--- src/design/frame_delta_mask_encoder_macros.svh ---
// ----------------------------------------------------------------------------
// Frame delta mask encoder assertion macros
// Shorthand for the concurrent checks used inside the encoder back end.
// ----------------------------------------------------------------------------
`ifndef FRAME_DELTA_MASK_ENCODER_MACROS_SVH
`define FRAME_DELTA_MASK_ENCODER_MACROS_SVH

// Consequent must hold in the same cycle as the antecedent.
`define FDME_ASSERT_NOW(label, clk, rst_n, ante, cons, msg) \
    label: assert property (@(posedge clk) disable iff (!rst_n) (ante) |-> (cons)) \
        else $error(msg);

// Consequent must hold in the cycle after the antecedent.
`define FDME_ASSERT_NEXT(label, clk, rst_n, ante, cons, msg) \
    label: assert property (@(posedge clk) disable iff (!rst_n) (ante) |=> (cons)) \
        else $error(msg);

`endif

--- src/design/fdme_pkg.sv ---
// ----------------------------------------------------------------------------
// Frame delta mask encoder package
// Shared types and constants for the front end, command queue and back end.
// ----------------------------------------------------------------------------
`default_nettype none

package fdme_pkg;

    localparam int MAX_TILES_DEF = 64;
    localparam int MAX_MASKS_DEF = 64;

    localparam int CFG_W      = 7;
    localparam int TILE_W     = 8;
    localparam int MASK_W     = 64;
    localparam int NBYTES_W   = 4;
    localparam int CFG_RESET  = 49;

    localparam int QUEUE_DEPTH = 2;
    localparam int QPTR_W      = $clog2(QUEUE_DEPTH);
    localparam int QCNT_W      = $clog2(QUEUE_DEPTH + 1);

    typedef enum logic [1:0] {
        KIND_TILE  = 2'd0,
        KIND_INDEX = 2'd1,
        KIND_BYTE  = 2'd2
    } t_kind;

    typedef struct packed {
        logic [TILE_W-1:0] tile;
        logic              restart;
    } t_req;

    typedef struct packed {
        t_kind             kind;
        logic [TILE_W-1:0] value;
        logic              mask_is_new;
        logic              table_full;
        logic              last;
    } t_res;

    // Work handed from the front end to the back end for one tile.
    typedef struct packed {
        logic                clr;
        logic                changed;
        logic                search;
        logic [TILE_W-1:0]   tile;
        logic [MASK_W-1:0]   mask;
        logic [NBYTES_W-1:0] nbytes;
    } t_cmd;

endpackage

`default_nettype wire

--- src/design/fdme_back.sv ---
// ----------------------------------------------------------------------------
// Frame delta mask encoder back end
// Emits changed tiles, searches the mask table at the end of each frame and
// emits the mask index and, for a new mask, its bytes, or a table-full result.
// ----------------------------------------------------------------------------
`default_nettype none

`include "frame_delta_mask_encoder_macros.svh"

module fdme_back import fdme_pkg::*; #(
    parameter int MAX_MASKS = MAX_MASKS_DEF
) (
    input  logic i_clk,
    input  logic i_rst_n,
    input  logic i_cmd_valid,
    input  t_cmd i_cmd,
    output logic o_cmd_pop,
    output t_res o_res,
    output logic empty,
    input  logic pop
);

    localparam int CW = $clog2(MAX_MASKS + 1);
    localparam int AW = (MAX_MASKS > 1) ? $clog2(MAX_MASKS) : 1;
    localparam logic [CW-1:0] MAX_CNT = CW'(MAX_MASKS);

    typedef enum logic [2:0] {
        S_IDLE,
        S_TILE,
        S_SEARCH,
        S_INDEX,
        S_BYTES
    } t_state;

    t_state              r_state;
    logic [MASK_W-1:0]   r_table [MAX_MASKS];
    logic [CW-1:0]       r_count;
    logic [CW-1:0]       r_ridx;
    logic [CW-1:0]       r_cidx;
    logic [CW-1:0]       r_hit;
    logic                r_pend;
    logic                r_found;
    logic [MASK_W-1:0]   r_rd;
    logic [MASK_W-1:0]   r_mask;
    logic [TILE_W-1:0]   r_tile;
    logic                r_search;
    logic [NBYTES_W-1:0] r_nbytes;
    logic [NBYTES_W-1:0] r_left;
    t_res                r_res;
    logic                r_ovalid;

    logic          pop_ok;
    logic          slot_free;
    logic          res_load;
    logic          hit;
    logic          all_issued;
    logic          do_read;
    logic          do_write;
    logic [CW-1:0] cnt_inc;
    logic          full_res;
    logic          full_ok;
    logic          new_res;
    logic          new_ok;

    assign pop_ok     = pop && r_ovalid;
    assign slot_free  = !r_ovalid || pop_ok;
    assign res_load   = slot_free && (r_state inside {S_TILE, S_INDEX, S_BYTES});
    assign hit        = r_pend && (r_rd == r_mask);
    assign all_issued = (r_ridx == r_count);
    assign do_read    = (r_state == S_SEARCH) && !hit && !all_issued;
    assign do_write   = (r_state == S_INDEX) && slot_free && !r_found && (r_count < MAX_CNT);
    assign cnt_inc    = CW'(r_count + 1'b1);
    assign o_cmd_pop  = (r_state == S_IDLE) && i_cmd_valid;
    assign o_res      = r_res;
    assign empty      = !r_ovalid;

    assign full_res = r_ovalid && r_res.table_full;
    assign full_ok  = r_res.last && !r_res.mask_is_new && (r_res.kind == KIND_INDEX);
    assign new_res  = r_ovalid && r_res.mask_is_new;
    assign new_ok   = !r_res.last && (r_state == S_BYTES);

    // Mask table: one write and one read port, read data registered.
    always_ff @(posedge i_clk) begin
        if (do_write) begin
            r_table[r_count[AW-1:0]] <= r_mask;
        end
        if (do_read) begin
            r_rd <= r_table[r_ridx[AW-1:0]];
        end
    end

    always_ff @(posedge i_clk) begin
        if (!i_rst_n) begin
            r_state  <= S_IDLE;
            r_count  <= '0;
            r_ovalid <= 1'b0;
            r_pend   <= 1'b0;
        end else begin
            if (pop_ok && !res_load) begin
                r_ovalid <= 1'b0;
            end
            case (r_state)
                S_IDLE: begin
                    if (i_cmd_valid) begin
                        if (i_cmd.clr) begin
                            r_count <= '0;
                        end
                        r_tile   <= i_cmd.tile;
                        r_mask   <= i_cmd.mask;
                        r_search <= i_cmd.search;
                        r_nbytes <= i_cmd.nbytes;
                        r_ridx   <= '0;
                        r_pend   <= 1'b0;
                        if (i_cmd.changed) begin
                            r_state <= S_TILE;
                        end else if (i_cmd.search) begin
                            r_state <= S_SEARCH;
                        end
                    end
                end
                S_TILE: begin
                    if (slot_free) begin
                        r_res.kind        <= KIND_TILE;
                        r_res.value       <= r_tile;
                        r_res.mask_is_new <= 1'b0;
                        r_res.table_full  <= 1'b0;
                        r_res.last        <= !r_search;
                        r_ovalid          <= 1'b1;
                        r_state           <= r_search ? S_SEARCH : S_IDLE;
                    end
                end
                S_SEARCH: begin
                    // One table read per cycle; the compare uses registered r_rd.
                    if (hit) begin
                        r_found <= 1'b1;
                        r_hit   <= r_cidx;
                        r_state <= S_INDEX;
                    end else if (all_issued) begin
                        r_found <= 1'b0;
                        r_state <= S_INDEX;
                    end else begin
                        r_cidx <= r_ridx;
                        r_ridx <= CW'(r_ridx + 1'b1);
                        r_pend <= 1'b1;
                    end
                end
                S_INDEX: begin
                    if (slot_free) begin
                        r_res.kind <= KIND_INDEX;
                        r_ovalid   <= 1'b1;
                        if (r_found) begin
                            r_res.value       <= TILE_W'(r_hit);
                            r_res.mask_is_new <= 1'b0;
                            r_res.table_full  <= 1'b0;
                            r_res.last        <= 1'b1;
                            r_state           <= S_IDLE;
                        end else if (r_count < MAX_CNT) begin
                            r_res.value       <= TILE_W'(r_count);
                            r_res.mask_is_new <= 1'b1;
                            r_res.table_full  <= 1'b0;
                            r_res.last        <= 1'b0;
                            r_count           <= cnt_inc;
                            r_left            <= r_nbytes;
                            r_state           <= S_BYTES;
                        end else begin
                            r_res.value       <= '0;
                            r_res.mask_is_new <= 1'b0;
                            r_res.table_full  <= 1'b1;
                            r_res.last        <= 1'b1;
                            r_state           <= S_IDLE;
                        end
                    end
                end
                S_BYTES: begin
                    if (slot_free) begin
                        r_res.kind        <= KIND_BYTE;
                        r_res.value       <= r_mask[TILE_W-1:0];
                        r_res.mask_is_new <= 1'b0;
                        r_res.table_full  <= 1'b0;
                        r_res.last        <= (r_left == NBYTES_W'(1));
                        r_ovalid          <= 1'b1;
                        r_mask            <= r_mask >> TILE_W;
                        r_left            <= NBYTES_W'(r_left - 1'b1);
                        if (r_left == NBYTES_W'(1)) begin
                            r_state <= S_IDLE;
                        end
                    end
                end
                default: begin
                    r_state <= S_IDLE;
                end
            endcase
        end
    end

    `FDME_ASSERT_NOW(a_count_bound, i_clk, i_rst_n, 1'b1, r_count <= MAX_CNT, "mask count too high")
    `FDME_ASSERT_NOW(a_full_alone, i_clk, i_rst_n, full_res, full_ok, "malformed table full result")
    `FDME_ASSERT_NOW(a_new_has_bytes, i_clk, i_rst_n, new_res, new_ok, "new index without bytes")
    `FDME_ASSERT_NEXT(a_write_inc, i_clk, i_rst_n, do_write, r_count == $past(cnt_inc), "count not stepped")

endmodule

`default_nettype wire

--- config.mk ---
export PLATFORM = sky130hd
export DESIGN_NAME = fdme_back
export DESIGN_NICKNAME = d
export VERILOG_FILES = /design/src/design/fdme_pkg.sv /design/src/design/fdme_back.sv
export VERILOG_INCLUDE_DIRS = /design/src /design/src/design
export SDC_FILE = /design/constraint.sdc
export NUM_CORES = 2
export LEC_CHECK = 0
export ABC_AREA = 1
export BUFFER_PORTS_ARGS = -buffer_cell sky130_fd_sc_hd__clkbuf_2
export CAP_MARGIN = 10
export CELL_PAD_IN_SITES_DETAIL_PLACEMENT = 1
export CELL_PAD_IN_SITES_GLOBAL_PLACEMENT = 2
export CORE_MARGIN = 2
export CORE_UTILIZATION = 49
export DETAILED_ROUTE_END_ITERATION = 7
export PLACE_DENSITY_LB_ADDON = 0.1
export SLEW_MARGIN = 20
export SYNTH_ARGS = -nofsm -noshare
export SYNTH_HDL_FRONTEND = slang
export SYNTH_SLANG_ARGS = --single-unit
--- constraint.sdc ---
create_clock -name i_clk -period 23.9 [get_ports i_clk]
set_input_delay 4.78 -clock i_clk [delete_from_list [all_inputs] [get_ports i_clk]]
set_output_delay 4.78 -clock i_clk [all_outputs]
set_load 0.02 [all_outputs]
# ---- Word-level counts from Yosys, hierarchy flattened
# Memory sizes are Yosys's and may differ from the RTL's. A register that Yosys moved wholly into a read port is not among the register bits.
# Cells that the tools add are included.
dict set report word_totals {
  reg_bits 128
  mem_bits_rw 4096
  input_bits 83
  output_inout_bits 15
  word_cells 127
  mem_count 1
}
# memory words word_bits rd rd_ports_with_merged_regs wr line
set memory_table {}
lappend memory_table {r_table 64 64 1 1 1 fdme_back.sv:36} ;# logic [MASK_W-1:0] r_table [MAX_MASKS];
dict set report op_classes {
  add_sub_neg 3
  order_cmp 1
  n_eq_ne 19
  n_mux 47
  n_bitwise 2
  reduce_logical 36
}
# operator n
set ops {}
lappend ops {{$mux W64} 2}
lappend ops {{$pmux W64 S2} 1}
lappend ops {{$eq A64 B64 Y1} 1}
lappend ops {{$mux W7} 8}
lappend ops {{$mux W13} 3}
lappend ops {{$pmux W13 S3} 1}
lappend ops {{$mux W3} 11}
lappend ops {{$pmux W7 S2} 2}
lappend ops {{$mux W10} 2}
lappend ops {{$mux W4} 4}
lappend ops {{$ne A2 B2 Y1 const B} 8}
lappend ops {{$pmux W3 S5} 1}
lappend ops {{$add A7 B1 Y7 const B} 2}
lappend ops {{$reduce_and A4 Y1} 3}
lappend ops {{$reduce_and A6 Y1} 2}
lappend ops {{$logic_and A1 B1 Y1} 10}
lappend ops {{$reduce_and A5 Y1} 2}
lappend ops {{$reduce_bool A2 Y1} 5}
lappend ops {{$mux W1} 9}
lappend ops {{$reduce_and A3 Y1} 3}
lappend ops {{$pmux W4 S2} 1}
lappend ops {{$eq A7 B7 Y1} 1}
lappend ops {{$lt A7 B7 Y1 const B} 1}
lappend ops {{$reduce_and A7 Y1} 1}
lappend ops {{15 further kinds} 24}

# ---- Longest topological paths before layout
dict set report logic_depth {
  depth_word 8
  mapped_depth 13
  depth_no_buf 13
}

# ---- Worst setup path before layout
# Ideal clock, no wire load.
dict set report synth_path {
  kind {input to register}
  start {in i_rst_n}
  end {reg r_mask[0] (enable)}
  setup_time_ps 827
  arrival_ps 15139
  required_ps 23073
  setup_slack_ps 7934
  path_stages 3
  cell_sequence {clkbuf_1 inv_1 a2111oi_0}
}
dict set report synth_between {
  elab_chain_len 1
}
# element line
set synth_lines {}
lappend synth_lines {{start, declared} fdme_back.sv:14} ;# input logic i_rst_n,
lappend synth_lines {{$reduce_and A4 Y1 (no source line)} -}
lappend synth_lines {{end signal, assigned} fdme_back.sv:109} ;# r_mask <= i_cmd.mask;
lappend synth_lines {{end signal, assigned} fdme_back.sv:182} ;# r_mask <= r_mask >> TILE_W;
lappend synth_lines {{end, declared} fdme_back.sv:44} ;# logic [MASK_W-1:0] r_mask;
# No other way between the ends.
# A chain may end at the register's enable or synchronous reset.

# ---- Worst setup path after layout
dict set report layout_path {
  start {in i_cmd_valid}
  end {out o_cmd_pop}
}
dict set report layout_between {
  elab_chain_len 1
}
# element line
set layout_lines {}
lappend layout_lines {{start, declared} fdme_back.sv:15} ;# input logic i_cmd_valid,
lappend layout_lines {{$logic_and A1 B1 Y1} fdme_back.sv:73} ;# assign o_cmd_pop = (r_state == S_IDLE) && i_cmd_valid;
lappend layout_lines {{end, declared} fdme_back.sv:17} ;# output logic o_cmd_pop,
# No other way between the ends.

==> results.cfg <==
[setup_path]
critPathKind = in -> out
cp.depth = 4
worst_r2r_startpoint = r_ridx[0]
crit_path_top_delay_cell = clkbuf_2
r2r.worst_path.cells = 12
cp_num_buf_inv = 3
cp-start-kind = input pin
critPathCaptureType = primary output
arrival_ns = 5.35
reg2reg_slack_ns = 17.94
path_max_fanout = 3
r2r_end = r_rd[52]
crit_family = buffers and inverters
crit_path_frequent_cell = clkbuf_2
worstPathCellList = clkbuf_2, inv_1, nor2_1, clkbuf_2
critPathRequiredTime_ns = 19.12
critPathLaunch = i_cmd_valid
critPathMaxStageDelay_ns = 0.19
endpoint = o_cmd_pop

[clock_tree]
hold_buffers = 0
clk_latency_ns = 1.04
cts_max_path_buffers = 4
htree_levels = 5
cts_sinks = 4288
post_cts_buffers = 0
clock-root-buffer = clkbuf_16
cts_buffers = 445
cts-resized-gates = 0
clk_pin_slew_ns = 0.06
tritoncts = yes

[synth]
ys_seq_area_share_pct = 76.8
async_flop_share_pct = 0
ys_types = 39
synth.top_cells.by_count = edfxtp_1 (4,276), nor2_1 (2,193), o21ai_0 (2,011), nand2_1 (758), o22ai_1 (620)
synthCells = 12400
yosysTopAreaCell = edfxtp_1
yosysWarnings = 0
synth_top_cells_by_area = edfxtp_1 (77%), o21ai_0 (6.0%), nor2_1 (4.9%), o22ai_1 (2.3%), o221ai_1 (2.0%)
synthFlopType = edfxtp_1
synth_nets = 12400
syn_area_mm2 = 0.167
synth_edf_count = 4276
synth_top_area_share_pct = 76.7
yosysMostFrequentCell = edfxtp_1
syn_area_per_cell_um2 = 13.5
synth-seq-cells = 4288

[global_route]
grtUsageMet1_pct = 46.1
grtUsageMet3_pct = 5.88
grt.busiest_layer = met2
gr-total-overflow = 0
grt_use_total_pct = 34.0
grt_max_degree = 183
grtUsageMet2_pct = 53.7
antenna_found_initial = 31
grt_pass1_wl_mm = 842
grt_pass1_vias = 113000

[sta]
finalWorstSetupSlack_ns = 13.77
relSlewSlack_pct = 18.8
max_clock_freq_ghz = 0.0988
drv_slew = 0
setup_viol = 0
min_period_ns = 10.13
clock_skew_ns = 0.0452
finalCritPeriodShare_pct = 42.4
fin_hold_ws_ns = 0.403
finalSetupTns_ns = 0
hold_viol = 0
rsz0062_at_grt = no
tightest_slew_ns = 1.21

[cells_and_area]
syn_to_final_growth_pct = 12.1
fin_area_mm2 = 0.188
drive_gt1_share_pct = 8.95
final_core_util_pct = 55.2
nNetsFinal = 12400
fin_cells = 17300

[drt]
drt-vias-per-instance = 6.48
drt_wl_total_mm = 599
via_count = 112000
routedWlPerCell_um = 34.7
ant_nets = 0
dr.pass1.iters = 6
drt-initial-drc-count = 14400
drc = 0

[power]
p_switching_mw = 6.46
p_leak_nw = 59.6
p_int_mw = 13.7
p_clk_share_pct = 34.7
pwr-share-comb_pct = 21.0
seq_power_share_pct = 44.3
switching_share_pct = 32.0
p_total_mw = 20.2
vdd_drop_max_mv = 0.0784
power_density_mw_per_mm2 = 108

[placement]
dp_hpwl_mm = 333
dp.cells = 16400
finalWeightedCongestion = 0.907
placement.setup.worst_slack_ns = 13.76
postPlaceCellArea_mm2 = 0.173
io_buffers = 97

[floorplanning]
core-area_mm2 = 0.340
io_pins = 98
dieHeight_um = 589
die_width_um = 589
initial_utilization_pct = 49.2
dieArea_mm2 = 0.346
rows = 214

[job]
drv_cap = 0

[status]
status = complete, no violations

[hold_path]
min-delay-path-class = reg -> reg
-- power groups by stage --
stage	Clock, mW	Sequential (mW)	Combinational, mW
finish	7.02	8.94	4.24
global route	7.34	8.94	4.47
CTS	7.08	8.93	4.18
detailed placement	0	9.09	4.16
global placement	0	9.08	4.03
floorplan	0	9.28	2.03
-- logic make-up (layout without fill, tap and decap cells) --
logic type / count (synthesis) / in the layout / share of synthesized area (%)
compound gates: 3425 / 3425 / 11.8
flops: 4288 / 4288 / 76.8
other cells: 0 / 9 / 0
simple gates: 3583 / 3583 / 8.61
fa+ha+maj: 4 / 4 / 0.0299
buf+inv: 1037 / 1393 / 2.65
xor+xnor: 20 / 20 / 0.105
-- cell usage in the layout, fill, tap and decap left out, types with 145 or more instances in the layout --
cell,instances
buf_4,285
o21ai_0,2011
nand2_1,758
nand3_1,497
nor2_1,2142
o22ai_1,620
o221ai_1,382
a21oi_1,165
clkbuf_16,451
edfxtp_1,4276
inv_1,145
-- metal layers --
| layer | up-vias | share of wire (%) |
|---|---|---|
| met5 | - | 0.0079 |
| met4 | 8 | 5.1 |
| met3 | 1147 | 8.7 |
| met2 | 5347 | 47 |
| met1 | 58700 | 39 |
| li1 | 46600 | - |
-- flip-flops by register name, indices dropped and copies added, names as in the netlist --
| register | flops |
|---|---|
| r_state | 3 |
| r_pend | 1 |
| r_rd | 64 |
| r_found | 1 |
| r_count | 7 |
| r_table | 4096 |
| r_hit | 7 |
| o_res | 13 |
| r_mask | 64 |
| r_nbytes | 4 |
| r_tile | 8 |
| r_cidx | 7 |
| r_ridx | 7 |
| r_search | 1 |
| r_ovalid | 1 |
| r_left | 4 |
-- worst reg2reg max path: stages (launching register included) --
cell and delay, ns:
edfxtp_1 0.32, buf_4 0.70, buf_4 0.72, buf_4 0.60, buf_12 0.51, buf_4 1.10
buf_4 0.61, o21ai_0 0.21, o221ai_1 0.24, o211ai_1 0.12, nand4_1 0.22, nand2_1 0.12
nor2_1 0.28
-- final cells by class --
| class | count | area (um2) |
|---|---|---|
| fillers | 32700 | 152000 |
| flip-flops and latches | 4288 | 129000 |
| multi-input cells | 7032 | 34800 |
| clock buffers | 536 | 11600 |
| well taps | 4536 | 5680 |
| repair buffers | 414 | 3280 |
| clock inverters | 284 | 2940 |
| inverters | 159 | 663 |
| diodes | 9 | 22.5 |
-- how the worst min path moves through the flow --
stage               startpoint       end  slack, ns  cells after the start
floorplan            r_cidx[0]  r_hit[0]       0.40                      0
global placement     r_cidx[1]  r_hit[1]       0.40                      0
detailed placement   r_cidx[1]  r_hit[1]       0.41                      0
CTS                  r_cidx[1]  r_hit[1]       0.40                      0
global route         r_cidx[1]  r_hit[1]       0.42                      0
finish               r_cidx[1]  r_hit[1]       0.40                      0
(Power assumes the default switching activity.)
