[config.mk]
export PLATFORM = sky130hd
export DESIGN_NAME = fdme_queue
export DESIGN_NICKNAME = d
export VERILOG_FILES = /design/src/design/frame_delta_mask_encoder_macros.svh /design/src/design/fdme_pkg.sv /design/src/design/fdme_queue.sv
export SDC_FILE = /design/constraint.sdc
export NUM_CORES = 1
export LEC_CHECK = 0
export ABC_AREA = 1
export BUFFER_PORTS_ARGS = -buffer_cell sky130_fd_sc_hd__buf_2
export CORE_MARGIN = 3
export CORE_UTILIZATION = 52
export DETAILED_ROUTE_END_ITERATION = 6
export MAX_ROUTING_LAYER = met4
export PLACE_DENSITY = 0.79
export SETUP_SLACK_MARGIN = 0.15
export SLEW_MARGIN = 20
export SYNTH_ARGS = -nofsm -noshare
export SYNTH_HDL_FRONTEND = slang
export SYNTH_SLANG_ARGS = --single-unit
[constraint.sdc]
create_clock -name i_clk -period 6.8 [get_ports i_clk]
set_clock_uncertainty 0.05 [all_clocks]
set_input_delay 1.36 -clock i_clk [delete_from_list [all_inputs] [get_ports i_clk]]
set_output_delay 1.36 -clock i_clk [all_outputs]
set_load 0.005 [all_outputs]
[src/design/frame_delta_mask_encoder_macros.svh]
// ----------------------------------------------------------------------------
// Frame delta mask encoder assertion macros
// Shorthand for the concurrent checks used inside the encoder back end.
// ----------------------------------------------------------------------------
`ifndef FRAME_DELTA_MASK_ENCODER_MACROS_SVH
`define FRAME_DELTA_MASK_ENCODER_MACROS_SVH

// Consequent must hold in the same cycle as the antecedent.
`define FDME_ASSERT_NOW(label, clk, rst_n, ante, cons, msg) \
    label: assert property (@(posedge clk) disable iff (!rst_n) (ante) |-> (cons)) \
        else $error(msg);

// Consequent must hold in the cycle after the antecedent.
`define FDME_ASSERT_NEXT(label, clk, rst_n, ante, cons, msg) \
    label: assert property (@(posedge clk) disable iff (!rst_n) (ante) |=> (cons)) \
        else $error(msg);

`endif

[src/design/fdme_pkg.sv]
// ----------------------------------------------------------------------------
// Frame delta mask encoder package
// Shared types and constants for the front end, command queue and back end.
// ----------------------------------------------------------------------------
`default_nettype none

package fdme_pkg;

    localparam int MAX_TILES_DEF = 64;
    localparam int MAX_MASKS_DEF = 64;

    localparam int CFG_W      = 7;
    localparam int TILE_W     = 8;
    localparam int MASK_W     = 64;
    localparam int NBYTES_W   = 4;
    localparam int CFG_RESET  = 49;

    localparam int QUEUE_DEPTH = 2;
    localparam int QPTR_W      = $clog2(QUEUE_DEPTH);
    localparam int QCNT_W      = $clog2(QUEUE_DEPTH + 1);

    typedef enum logic [1:0] {
        KIND_TILE  = 2'd0,
        KIND_INDEX = 2'd1,
        KIND_BYTE  = 2'd2
    } t_kind;

    typedef struct packed {
        logic [TILE_W-1:0] tile;
        logic              restart;
    } t_req;

    typedef struct packed {
        t_kind             kind;
        logic [TILE_W-1:0] value;
        logic              mask_is_new;
        logic              table_full;
        logic              last;
    } t_res;

    // Work handed from the front end to the back end for one tile.
    typedef struct packed {
        logic                clr;
        logic                changed;
        logic                search;
        logic [TILE_W-1:0]   tile;
        logic [MASK_W-1:0]   mask;
        logic [NBYTES_W-1:0] nbytes;
    } t_cmd;

endpackage

`default_nettype wire

[src/design/fdme_queue.sv]
// ----------------------------------------------------------------------------
// Frame delta mask encoder command queue
// Short first-in first-out buffer between the front end and the back end.
// ----------------------------------------------------------------------------
`default_nettype none

module fdme_queue import fdme_pkg::*; (
    input  logic i_clk,
    input  logic i_rst_n,
    input  logic i_push,
    input  t_cmd i_cmd,
    output logic o_full,
    input  logic i_pop,
    output logic o_valid,
    output t_cmd o_cmd
);

    t_cmd              r_mem [QUEUE_DEPTH];
    logic [QPTR_W-1:0] r_wr;
    logic [QPTR_W-1:0] r_rd;
    logic [QCNT_W-1:0] r_cnt;

    logic do_push;
    logic do_pop;

    assign o_full  = (r_cnt == QCNT_W'(QUEUE_DEPTH));
    assign o_valid = (r_cnt != '0);
    assign o_cmd   = r_mem[r_rd];
    assign do_push = i_push && !o_full;
    assign do_pop  = i_pop && o_valid;

    always_ff @(posedge i_clk) begin
        if (do_push) begin
            r_mem[r_wr] <= i_cmd;
        end
    end

    always_ff @(posedge i_clk) begin
        if (!i_rst_n) begin
            r_wr  <= '0;
            r_rd  <= '0;
            r_cnt <= '0;
        end else begin
            if (do_push) begin
                r_wr <= (r_wr == QPTR_W'(QUEUE_DEPTH - 1)) ? '0 : QPTR_W'(r_wr + 1'b1);
            end
            if (do_pop) begin
                r_rd <= (r_rd == QPTR_W'(QUEUE_DEPTH - 1)) ? '0 : QPTR_W'(r_rd + 1'b1);
            end
            if (do_push && !do_pop) begin
                r_cnt <= QCNT_W'(r_cnt + 1'b1);
            end else if (do_pop && !do_push) begin
                r_cnt <= QCNT_W'(r_cnt - 1'b1);
            end
        end
    end

endmodule

`default_nettype wire

## Yosys cells after proc, flatten, opt, wreduce, memory -nomap -nowiden

Memory sizes are Yosys's and may differ from the RTL's. A register that Yosys moved wholly into a read port is not among the register bits.
Index checks and enable logic that the tools add are counted.

- Bits in registers: 4
- Latch bits: 0
- RAM bits: 158
- Bits in read-only memories: 0
- Input port bits: 83
- Logic and storage cells: 26
- Memories kept: 1

Memory list:

| memory | words | bits a word | rd ports | clocked after memory_dff | write ports | RTL line | source |
|---|---|---|---|---|---|---|---|
| r_mem | 2 | 79 | 1 | 1 | 1 | fdme_queue.sv:18 | `t_cmd r_mem [QUEUE_DEPTH];` |

- Add/subtract/negate cells: 4
- $mul: 0
- Div/mod/pow operators: 0
- Order comparisons: 0
- Equal/unequal tests: 1
- Shift-type cells: 0
- Multiplexer cells: 8
- Bitwise operators: 0
- Reductions and logical operators: 9

Operator list:

| kind | number |
|---|---|
| 1-bit 2-to-1 mux | 6 |
| 1-bit logical AND | 4 |
| 2-bit 2-to-1 mux | 2 |
| 2-bit nonzero test | 2 |
| 1-bit logical NOT | 3 |
| 1-bit adder, second input constant | 2 |
| 2-bit by 1-bit adder with 2-bit output, second input constant | 1 |
| 2-bit == test, second input constant | 1 |
| 2-bit by 1-bit subtractor with 2-bit output, second input constant | 1 |

## Depth between registers and ports, before layout

Gate-level depths: netlist of run 1.

- Depth after elaboration: 7
- Mapped depth: 10
- Depth with buffers taken out: 10

## Least setup slack after synthesis of run 1

Ideal clock, no wire load.

- Path kind: input -> register
- Start point: in i_push
- End point: mem r_mem[0][0] (netlist name) (enable)
- Arrival time: 4.811 ns
- Required time: 6.233 ns
- Slack: 1.422 ns
- Cell stages on the path: 2
- Cells stage by stage: o21ai_0 > nor2_1

- Longest elaborated chain between the ends: 3

Ends and longest elaborated chain:

| item | RTL line | source |
|---|---|---|
| start, declared | fdme_queue.sv:10 | `input logic i_push,` |
| 1-bit logical AND | fdme_queue.sv:29 | `assign do_push = i_push && !o_full;` |
| 1-bit 2-to-1 mux | fdme_queue.sv:33 | `if (do_push) begin` |
| 1-bit 2-to-1 mux (implied by the code) | fdme_queue.sv:34 | `r_mem[r_wr] <= i_cmd;` |
| end, declared | fdme_queue.sv:18 |  |

Every way passes these cells.

==> flow_metrics.py, run 1 <==
metrics = {
    "clock_network": {
        "cts_resized": 0,
        "cts_tree": "done",
        "path_clk_slew_ns": 0.06,
        "h-tree-depth": 4,
        "clock-root-buffer": "clkbuf_16",
        "cts.sinks": 163,
        "clockBufferDepth": 2,
        "ctsHoldBuffers": 0,
        "cts_setup_buffers": 0,
        "clk_latency_ns": 0.41,
        "cts-buffers-inserted": 17,
    },
    "logic_synthesis": {
        "yosysTopAreaCell": "edfxtp_1",
        "syn_area_per_cell_um2": 21.1,
        "synth_warnings": 0,
        "synth_nets": 367,
        "seq_area_frac_synth_pct": 81.1,
        "yosysTopAreaCellShare_pct": 79.4,
        "ys_types": 15,
        "synth_cells": 283,
        "synthTopCellsByArea": "edfxtp_1, mux2_2, mux2_4",
        "ys_ff_latch": 163,
        "syn_area_mm2": 0.00598,
    },
    "power": {
        "internal_power_mw": 2.08,
        "p_sw_mw": 0.670,
        "cellPowerDensity_mw_per_mm2": 367,
        "p_clk_share_pct": 32.3,
        "p_seq_share_pct": 48.5,
        "power_mw": 2.75,
        "power.leakage_nw": 2.85,
        "ir_drop_mv": 0.237,
        "combPwrFrac_pct": 19.3,
        "p_sw_share_pct": 24.3,
    },
    "floorplan": {
        "die_h_um": 113,
        "chipWidth_um": 113,
        "die_area_mm2": 0.0128,
        "num_io_pins": 164,
        "rows": 38,
        "start_util_pct": 54.2,
        "coreArea_mm2": 0.0110,
    },
    "finish": {
        "antenna_cells": 0,
        "drive_gt1_share_pct": 58.1,
        "final_cell_mix": "buf_2, edfxtp_1, mux2_2",
        "fin_area_mm2": 0.00751,
        "syn_to_final_growth_pct": 25.7,
        "layout_commonest_cell": "buf_2",
        "nets": 543,
    },
    "critical_path": {
        "worst_r2r_path_depth": 4,
        "r2r-end": "r_mem[0][48]",
        "crit_required_ns": 5.39,
        "start_kind": "flip-flop",
        "critPathKind": "flip-flop to output pin",
        "crit_arrival_ns": 2.00,
        "reg2reg_from": "r_cnt[1]",
        "reg2reg_slack_ns": 4.35,
        "cp_max_fo": 40,
        "end_kind": "output pin",
    },
    "timing": {
        "timing.setup.tns_ns": 0,
        "rsz0062_at_grt": "no",
        "fin_crit_ns": 3.41,
        "relSlewSlack_pct": 38.5,
        "period_share_pct": 50.1,
        "fmax_mhz": 294,
        "worst-slew-pin-transition_ns": 0.922,
        "finalHoldViolCount": 0,
        "slew_violations": 0,
        "fin_ws_ns": 3.39,
        "final-setup-viol-count": 0,
        "hold_ws_ns": 0.441,
    },
    "global_route": {
        "grt_pass1_vias": 3246,
        "grt_pass1_wl_um": 15900,
        "grt_max_degree": 80,
        "grt_overflow": 0,
        "grt_usage_pct": 17.0,
        "antenna_found_initial": 0,
    },
    "routing": {
        "firstDrtPassIters": 4,
        "vias": 3092,
        "initialDrtViolationCount": 194,
        "viasPerCell": 5.05,
        "route.antenna.remaining_nets": 0,
        "drt-total-wl_um": 10500,
        "drc": 0,
        "drt-wirelength-per-cell_um": 17.1,
    },
    "worst_hold_path": {
        "hold_path.class": "flip-flop to flip-flop",
        "min_path_cells": 2,
        "worstHoldEndpoint": "r_rd",
        "min-delay-start": "r_rd",
    },
    "place": {
        "place_ws_ns": 3.33,
        "io_buffers": 163,
        "placed_cell_area_mm2": 0.00694,
        "gp_congestion": 0.716,
        "place_hpwl_um": 6690,
    },
    "run_status": {
        "outcome": "finished clean",
    },
    "flow_run": {
        "drv_cap": 0,
    },
}
## Yosys cell counts
| cell type | instances |
|---|---|
| nand3_1 | 1 |
| mux2_2 | 69 |
| dfxtp_1 | 5 |
| nand4_1 | 1 |
| ha_1 | 1 |
| o21ai_0 | 3 |
| inv_1 | 8 |
| edfxtp_1 | 158 |
| nand2_1 | 7 |
| mux2_4 | 10 |
| buf_6 | 3 |
| nor2_1 | 9 |
| buf_2 | 6 |
| o21a_1 | 1 |
| a21oi_1 | 1 |
## cell type report
type	instances	area, µm²
fillers	764	3520
repair buffers	166	851
inverters	8	30.0
clock buffers	22	444
multi-input cells	103	1050
flip-flops and latches	163	4850
clock inverters	10	110
well taps	140	175
## critical path, cell delays in order (launching register included)
cell and delay [ns]:
dfxtp_4 0.71, buf_12 0.31, mux2_2 0.39, buf_2 0.13
## kinds of logic after synthesis
| kind of cell | share of synthesized area, % |
|---|---|
| adder cells (fa/ha/maj) | 0.209 |
| multiplexers | 15.5 |
| AO/OA/AOI/OAI | 0.460 |
| flip-flops | 81.1 |
| AND/OR/NAND/NOR | 1.19 |
| buffers and inverters | 1.57 |
## registers in the layout, summed over array words and instances, names as in the netlist, named ones only
signal  flops
r_wr        1
r_rd        1
r_cnt       2
r_mem     158
## how the worst max path moves through the flow
| stage | from | end | slack [ns] | cells past startpoint |
|---|---|---|---|---|
| floorplan | i_push | r_mem[0][0] | 1.42 | 2 |
| global placement | i_push | r_mem[0][53] | 3.40 | 4 |
| detailed placement | i_push | r_mem[0][43] | 3.33 | 4 |
| CTS | flip-flop | o_cmd[22] | 3.25 | 2 |
| global route | flip-flop | o_cmd[23] | 3.29 | 3 |
| finish | flip-flop | o_cmd[23] | 3.39 | 3 |
## metal layers
| metal | global-route usage, % | part of all wire (%) | vias to the layer above |
|---|---|---|---|
| li1 | - | - | 1452 |
| met1 | 20.0 | 41 | 1500 |
| met2 | 27.1 | 50 | 125 |
| met3 | 6.15 | 8.4 | 15 |
| met4 | 6.33 | 1.4 | 0 |
| met5 | - | 0 | - |
## stage by stage
stage,util [%],cells
3_3_place_gp,62.9,579
4_1_cts,67.9,611
5_1_grt,68.1,612
6_report,68.1,612
3_5_place_dp,62.9,579
2_1_floorplan,-,283
## power by group through the flow
| stage | sequential, mW | clock (mW) | combinational [mW] |
|---|---|---|---|
| 6_report | 1.33 | 0.889 | 0.531 |
| 3_5_place_dp | 1.38 | 0 | 0.507 |
| 5_1_grt | 1.35 | 0.953 | 0.581 |
| 4_1_cts | 1.36 | 0.904 | 0.510 |
| 2_1_floorplan | 1.33 | 0 | 0.342 |
| 3_3_place_gp | 1.37 | 0 | 0.497 |
(Power assumes the default switching activity.)
==> inputs of run 2 (changes only) <==
Settings changed: CORE_UTILIZATION 52 to 47, PLACE_DENSITY 0.79 to 0.76.
Clock period 6.8 ns to 3 ns, I/O delays scaled along.
==> run 2 against run 1 <==
Cell count up 5.1%; register-to-register slack worse by 3.4 ns; utilization down 5.3 points; die area up 10%; final area up 2.1%; setup slack worse by 2.9 ns; first-iteration DRC count down 2.1%; total power up 140%.
==> flow_metrics.py, run 2 (synthesis results as in run 1) <==
metrics = {
    "clock_network": {
        "clk_latency_ns": 0.40,
        "cts_setup_buffers": 0,
        "cts_tree": "done",
        "cts_resized": 0,
        "clock-root-buffer": "clkbuf_16",
        "cts-buffers-inserted": 17,
        "h-tree-depth": 4,
        "cts.sinks": 163,
        "path_clk_slew_ns": 0.06,
        "clockBufferDepth": 2,
        "ctsHoldBuffers": 0,
    },
    "critical_path": {
        "slowest_delay_ns": 0.62,
        "worstPathCellList": "buf_12, mux2_2, buf_2",
        "start_kind": "flip-flop",
        "cp_slowest_cell": "dfxtp_4",
        "end_kind": "output pin",
        "crit_arrival_ns": 1.87,
        "crit_required_ns": 2.35,
        "reg2reg_from": "r_cnt[1]",
        "cp_max_fo": 37,
        "critPathKind": "flip-flop to output pin",
    },
    "global_route": {
        "antenna_found_initial": 1,
        "grt_pass1_wl_um": 16600,
        "grt_max_degree": 80,
        "grt_pass1_vias": 3315,
        "grt_overflow": 0,
        "grt_usage_pct": 15.8,
    },
    "power": {
        "ir_drop_mv": 0.482,
        "cellPowerDensity_mw_per_mm2": 858,
        "power.leakage_nw": 2.92,
        "power_mw": 6.58,
    },
    "timing": {
        "hold_ws_ns": 0.328,
        "worst-slew-pin-transition_ns": 0.759,
        "final-setup-viol-count": 0,
        "timing.setup.tns_ns": 0,
        "finalHoldViolCount": 0,
        "slew_violations": 0,
        "period_share_pct": 83.9,
        "rsz0062_at_grt": "no",
        "fin_crit_ns": 2.52,
        "relSlewSlack_pct": 48.9,
        "fin_ws_ns": 0.482,
        "fmax_mhz": 397,
    },
    "floorplan": {
        "die_area_mm2": 0.0141,
        "chipWidth_um": 119,
        "rows": 40,
        "start_util_pct": 48.9,
        "num_io_pins": 164,
        "die_h_um": 119,
        "coreArea_mm2": 0.0122,
    },
    "place": {
        "place_ws_ns": 0.890,
        "gp_congestion": 0.715,
        "place_hpwl_um": 6860,
        "io_buffers": 163,
    },
    "routing": {
        "drt-total-wl_um": 10400,
        "drc": 0,
        "initialDrtViolationCount": 190,
        "vias": 3098,
        "route.antenna.remaining_nets": 0,
        "firstDrtPassIters": 4,
        "viasPerCell": 4.82,
        "drt-wirelength-per-cell_um": 16.2,
    },
    "worst_hold_path": {
        "min-delay-start": "i_cmd[71]",
        "hold_path.class": "input port to flip-flop",
    },
    "finish": {
        "final_cell_mix": "buf_2, edfxtp_1, mux2_2",
        "drive_gt1_share_pct": 58.4,
        "fin_util_pct": 62.8,
        "nets": 545,
        "layout_commonest_cell": "buf_2",
        "top_regs": "r_mem: 158 flops, r_cnt: 2 flops",
        "largest_register_ffs": 158,
        "regMostFlops": "r_mem",
        "syn_to_final_growth_pct": 28.3,
    },
    "flow_run": {
        "drv_cap": 0,
    },
    "run_status": {
        "outcome": "finished clean",
    },
}
## run 2: worst max-delay path, delay by kind of cell (launching register included)
| kind | cells | cell delay (ns) |
|---|---|---|
| flip-flops | 1 | 0.62 |
| buffers and inverters | 2 | 0.42 |
| multiplexers | 1 | 0.38 |
## run 2: where the power goes
part	switching, mW	internal, mW
Combinational	0.599	0.640
Sequential	0.122	2.88
Clock	0.786	1.55
Total	1.51	5.07
## run 2: final cells by class
type                       count  area (µm²)
sequential                   163        4850
fill                         903        4540
multi-input combinational    103        1050
timing repair buffer         168         878
clock buffer                  20         437
clock inverter                12         210
tap                          168         210
inverter                       8        30.0
antenna                        1        2.50
## run 2: path summary, 6_finish.rpt
check,end,slack (ns),depth (start not counted)
worst max-delay path,o_cmd[0],0.48,3
worst min-delay path,r_mem[0][71],0.33,1
worst max register to register,r_cnt[1],0.95,9
worst min register to register,flip-flop,0.46,2
## run 2: per-stage QoR
step,instance area [µm²],std cells
2_1_floorplan,5980,283
3_3_place_gp,7020,610
3_5_place_dp,7020,610
4_1_cts,7670,642
5_1_grt,7670,643
6_report,7670,643
## run 2: routing by layer
| metal | wire length [µm] | vias up | track usage [%] |
|---|---|---|---|
| met2 | 5240 | 109 | 25.4 |
| met5 | 0 | - | - |
| met3 | 679 | 18 | 5.12 |
| met4 | 198 | 0 | 6.66 |
| li1 | - | 1459 | - |
| met1 | 4300 | 1512 | 18.2 |
==> inputs of run 3 (changes only) <==
Settings changed: CORE_UTILIZATION 47 to 52, PLACE_DENSITY 0.76 to 0.79.
Clock period 3 ns to 2.4 ns, I/O delays scaled along.
==> run 3 against run 2 <==
Clock power increased by 26%; routed wire length increased by 1.4%; flip-flop and latch count did not move; first-iteration DRC count decreased by 5.3%; sequential share of layout area is 0.26 points lower; sequential power is 24% higher.
==> flow_metrics.py, run 3 (synthesis results as in run 1) <==
metrics = {
    "power": {
        "ir_drop_mv": 0.604,
        "power.leakage_nw": 2.95,
        "cellPowerDensity_mw_per_mm2": 1080,
    },
    "routing": {
        "viasPerCell": 5.11,
        "route.antenna.remaining_nets": 0,
        "drc": 0,
        "vias": 3153,
        "firstDrtPassIters": 4,
        "drt-total-wl_um": 10600,
        "drt-wirelength-per-cell_um": 17.1,
        "initialDrtViolationCount": 180,
    },
    "finish": {
        "fin_area_mm2": 0.00770,
        "final_cell_mix": "buf_2, edfxtp_1, mux2_2",
        "drive_gt1_share_pct": 59.7,
        "top_regs": "r_mem: 158 flops, r_cnt: 2 flops",
        "nets": 547,
        "nFillCells": 735,
        "syn_to_final_growth_pct": 28.8,
        "regMostFlops": "r_mem",
        "largest_register_ffs": 158,
        "layout_commonest_cell": "buf_2",
        "layoutNonFillerInstCount": 617,
    },
    "timing": {
        "worst-slew-pin-transition_ns": 0.459,
        "fin_crit_ns": 2.18,
        "rsz0062_at_grt": "no",
        "finalHoldViolCount": 0,
        "slew_violations": 0,
        "fin_ws_ns": 0.225,
        "fmax_mhz": 460,
        "timing.setup.tns_ns": 0,
        "hold_ws_ns": 0.205,
        "relSlewSlack_pct": 69.4,
        "period_share_pct": 90.6,
        "final-setup-viol-count": 0,
    },
    "clock_network": {
        "cts.sinks": 163,
        "cts-buffers-inserted": 17,
        "clock-root-buffer": "clkbuf_16",
        "h-tree-depth": 4,
        "cts_tree": "done",
        "clk_latency_ns": 0.41,
        "clockBufferDepth": 2,
        "path_clk_slew_ns": 0.06,
    },
    "floorplan": {
        "num_io_pins": 164,
        "rows": 38,
        "die_h_um": 113,
        "chipWidth_um": 113,
        "coreArea_mm2": 0.0110,
        "start_util_pct": 54.2,
        "die_area_mm2": 0.0128,
    },
    "worst_hold_path": {
        "min-delay-start": "i_cmd[48]",
        "min_path_cells": 1,
        "worstHoldEndpoint": "r_mem[1][48]",
        "hold_path.class": "input port to flip-flop",
    },
    "place": {
        "placed_cell_area_mm2": 0.00702,
        "place_inst": 583,
        "place_ws_ns": 0.552,
        "io_buffers": 163,
        "place_hpwl_um": 7040,
        "gp_congestion": 0.744,
    },
    "critical_path": {
        "reg2reg_slack_ns": 0.79,
        "cp_slowest_cell": "dfxtp_4",
        "worstPathCellList": "buf_12, mux2_2, buf_2",
        "crit_arrival_ns": 1.65,
        "start_kind": "flip-flop",
        "worst_r2r_path_depth": 8,
        "reg2reg_from": "r_cnt[1]",
        "crit_required_ns": 1.87,
        "critPathKind": "flip-flop to output pin",
        "cp_max_fo": 33,
        "end_kind": "output pin",
        "r2r-end": "r_cnt[1]",
        "slowest_delay_ns": 0.47,
    },
    "global_route": {
        "grt_usage_pct": 17.7,
        "grt_pass1_vias": 3416,
        "antenna_found_initial": 1,
        "grt_pass1_wl_um": 16700,
        "grt_overflow": 0,
        "grt_max_degree": 47,
    },
    "flow_run": {
        "drv_cap": 0,
    },
    "run_status": {
        "outcome": "finished clean",
    },
}
run 3: changes by cell type in the layout (fill, tap and decap cells not counted), moves of 2 or more:
cell      change
buf_12        +2
clkinv_2      -2
clkbuf_8      +3
clkinv_1      -2
clkinv_4      +4
clkbuf_1      -2
run 3: area by class of cell:
| type | count | area (µm²) | share of cell area, % |
|---|---|---|---|
| repair buffers | 170 | 918 | 11.9 |
| multi-input cells | 103 | 1060 | 13.7 |
| clock buffers | 21 | 470 | 6.11 |
| diodes | 1 | 2.50 | 0.0325 |
| clock inverters | 11 | 199 | 2.58 |
| inverters | 8 | 30.0 | 0.390 |
| well taps | 140 | 175 | 2.27 |
| flip-flops and latches | 163 | 4850 | 63.0 |
run 3: per-layer routing:
| metal | up-vias | part of all wire, % | routed length, µm | track usage [%] |
|---|---|---|---|---|
| met2 | 121 | 52 | 5460 | 29.1 |
| met1 | 1544 | 40 | 4240 | 20.3 |
| met5 | - | 0 | 0 | - |
| met3 | 14 | 6.9 | 733 | 6.52 |
| li1 | 1474 | - | - | - |
| met4 | 0 | 1.3 | 136 | 5.93 |
run 3: how the worst max path moves through the flow:
stage | from | endpoint | slack [ns] | depth (start not counted)
floorplan | i_push | r_mem[0][0] | 0.17 | 2
global placement | flip-flop | o_cmd[35] | 0.57 | 3
detailed placement | flip-flop | o_cmd[35] | 0.55 | 3
CTS | flip-flop | o_cmd[35] | 0.20 | 3
global route | flip-flop | o_cmd[29] | 0.15 | 3
finish | flip-flop | o_cmd[36] | 0.22 | 3
run 3: stage by stage:
step / total power, mW / utilization (%)
global route: 8.70 / 69.8
global placement: 5.36 / 63.7
finish: 8.31 / 69.8
floorplan: 4.72 / -
detailed placement: 5.43 / 63.7
CTS: 8.41 / 69.8
run 3: power breakdown:
| group | leakage, nW | total (mW) | switching [mW] | internal (mW) |
|---|---|---|---|---|
| combinational | 1.11 | 1.62 | 0.792 | 0.832 |
| clock | 0.328 | 2.96 | 1.02 | 1.94 |
| sequential | 1.52 | 3.73 | 0.127 | 3.60 |
| total | 2.95 | 8.31 | 1.94 | 6.37 |
run 3: worst max-delay path, delay by kind of cell (launching register included):
kind	cells	cell delay, ns
flip-flops	1	0.47
multiplexers	1	0.37
buffers and inverters	2	0.38
run 3: repair_timing:
action	CTS	global route
buffers inserted	1	0
setup endpoints to repair	50	0
resized for setup	0	0
hold buffers	0	0
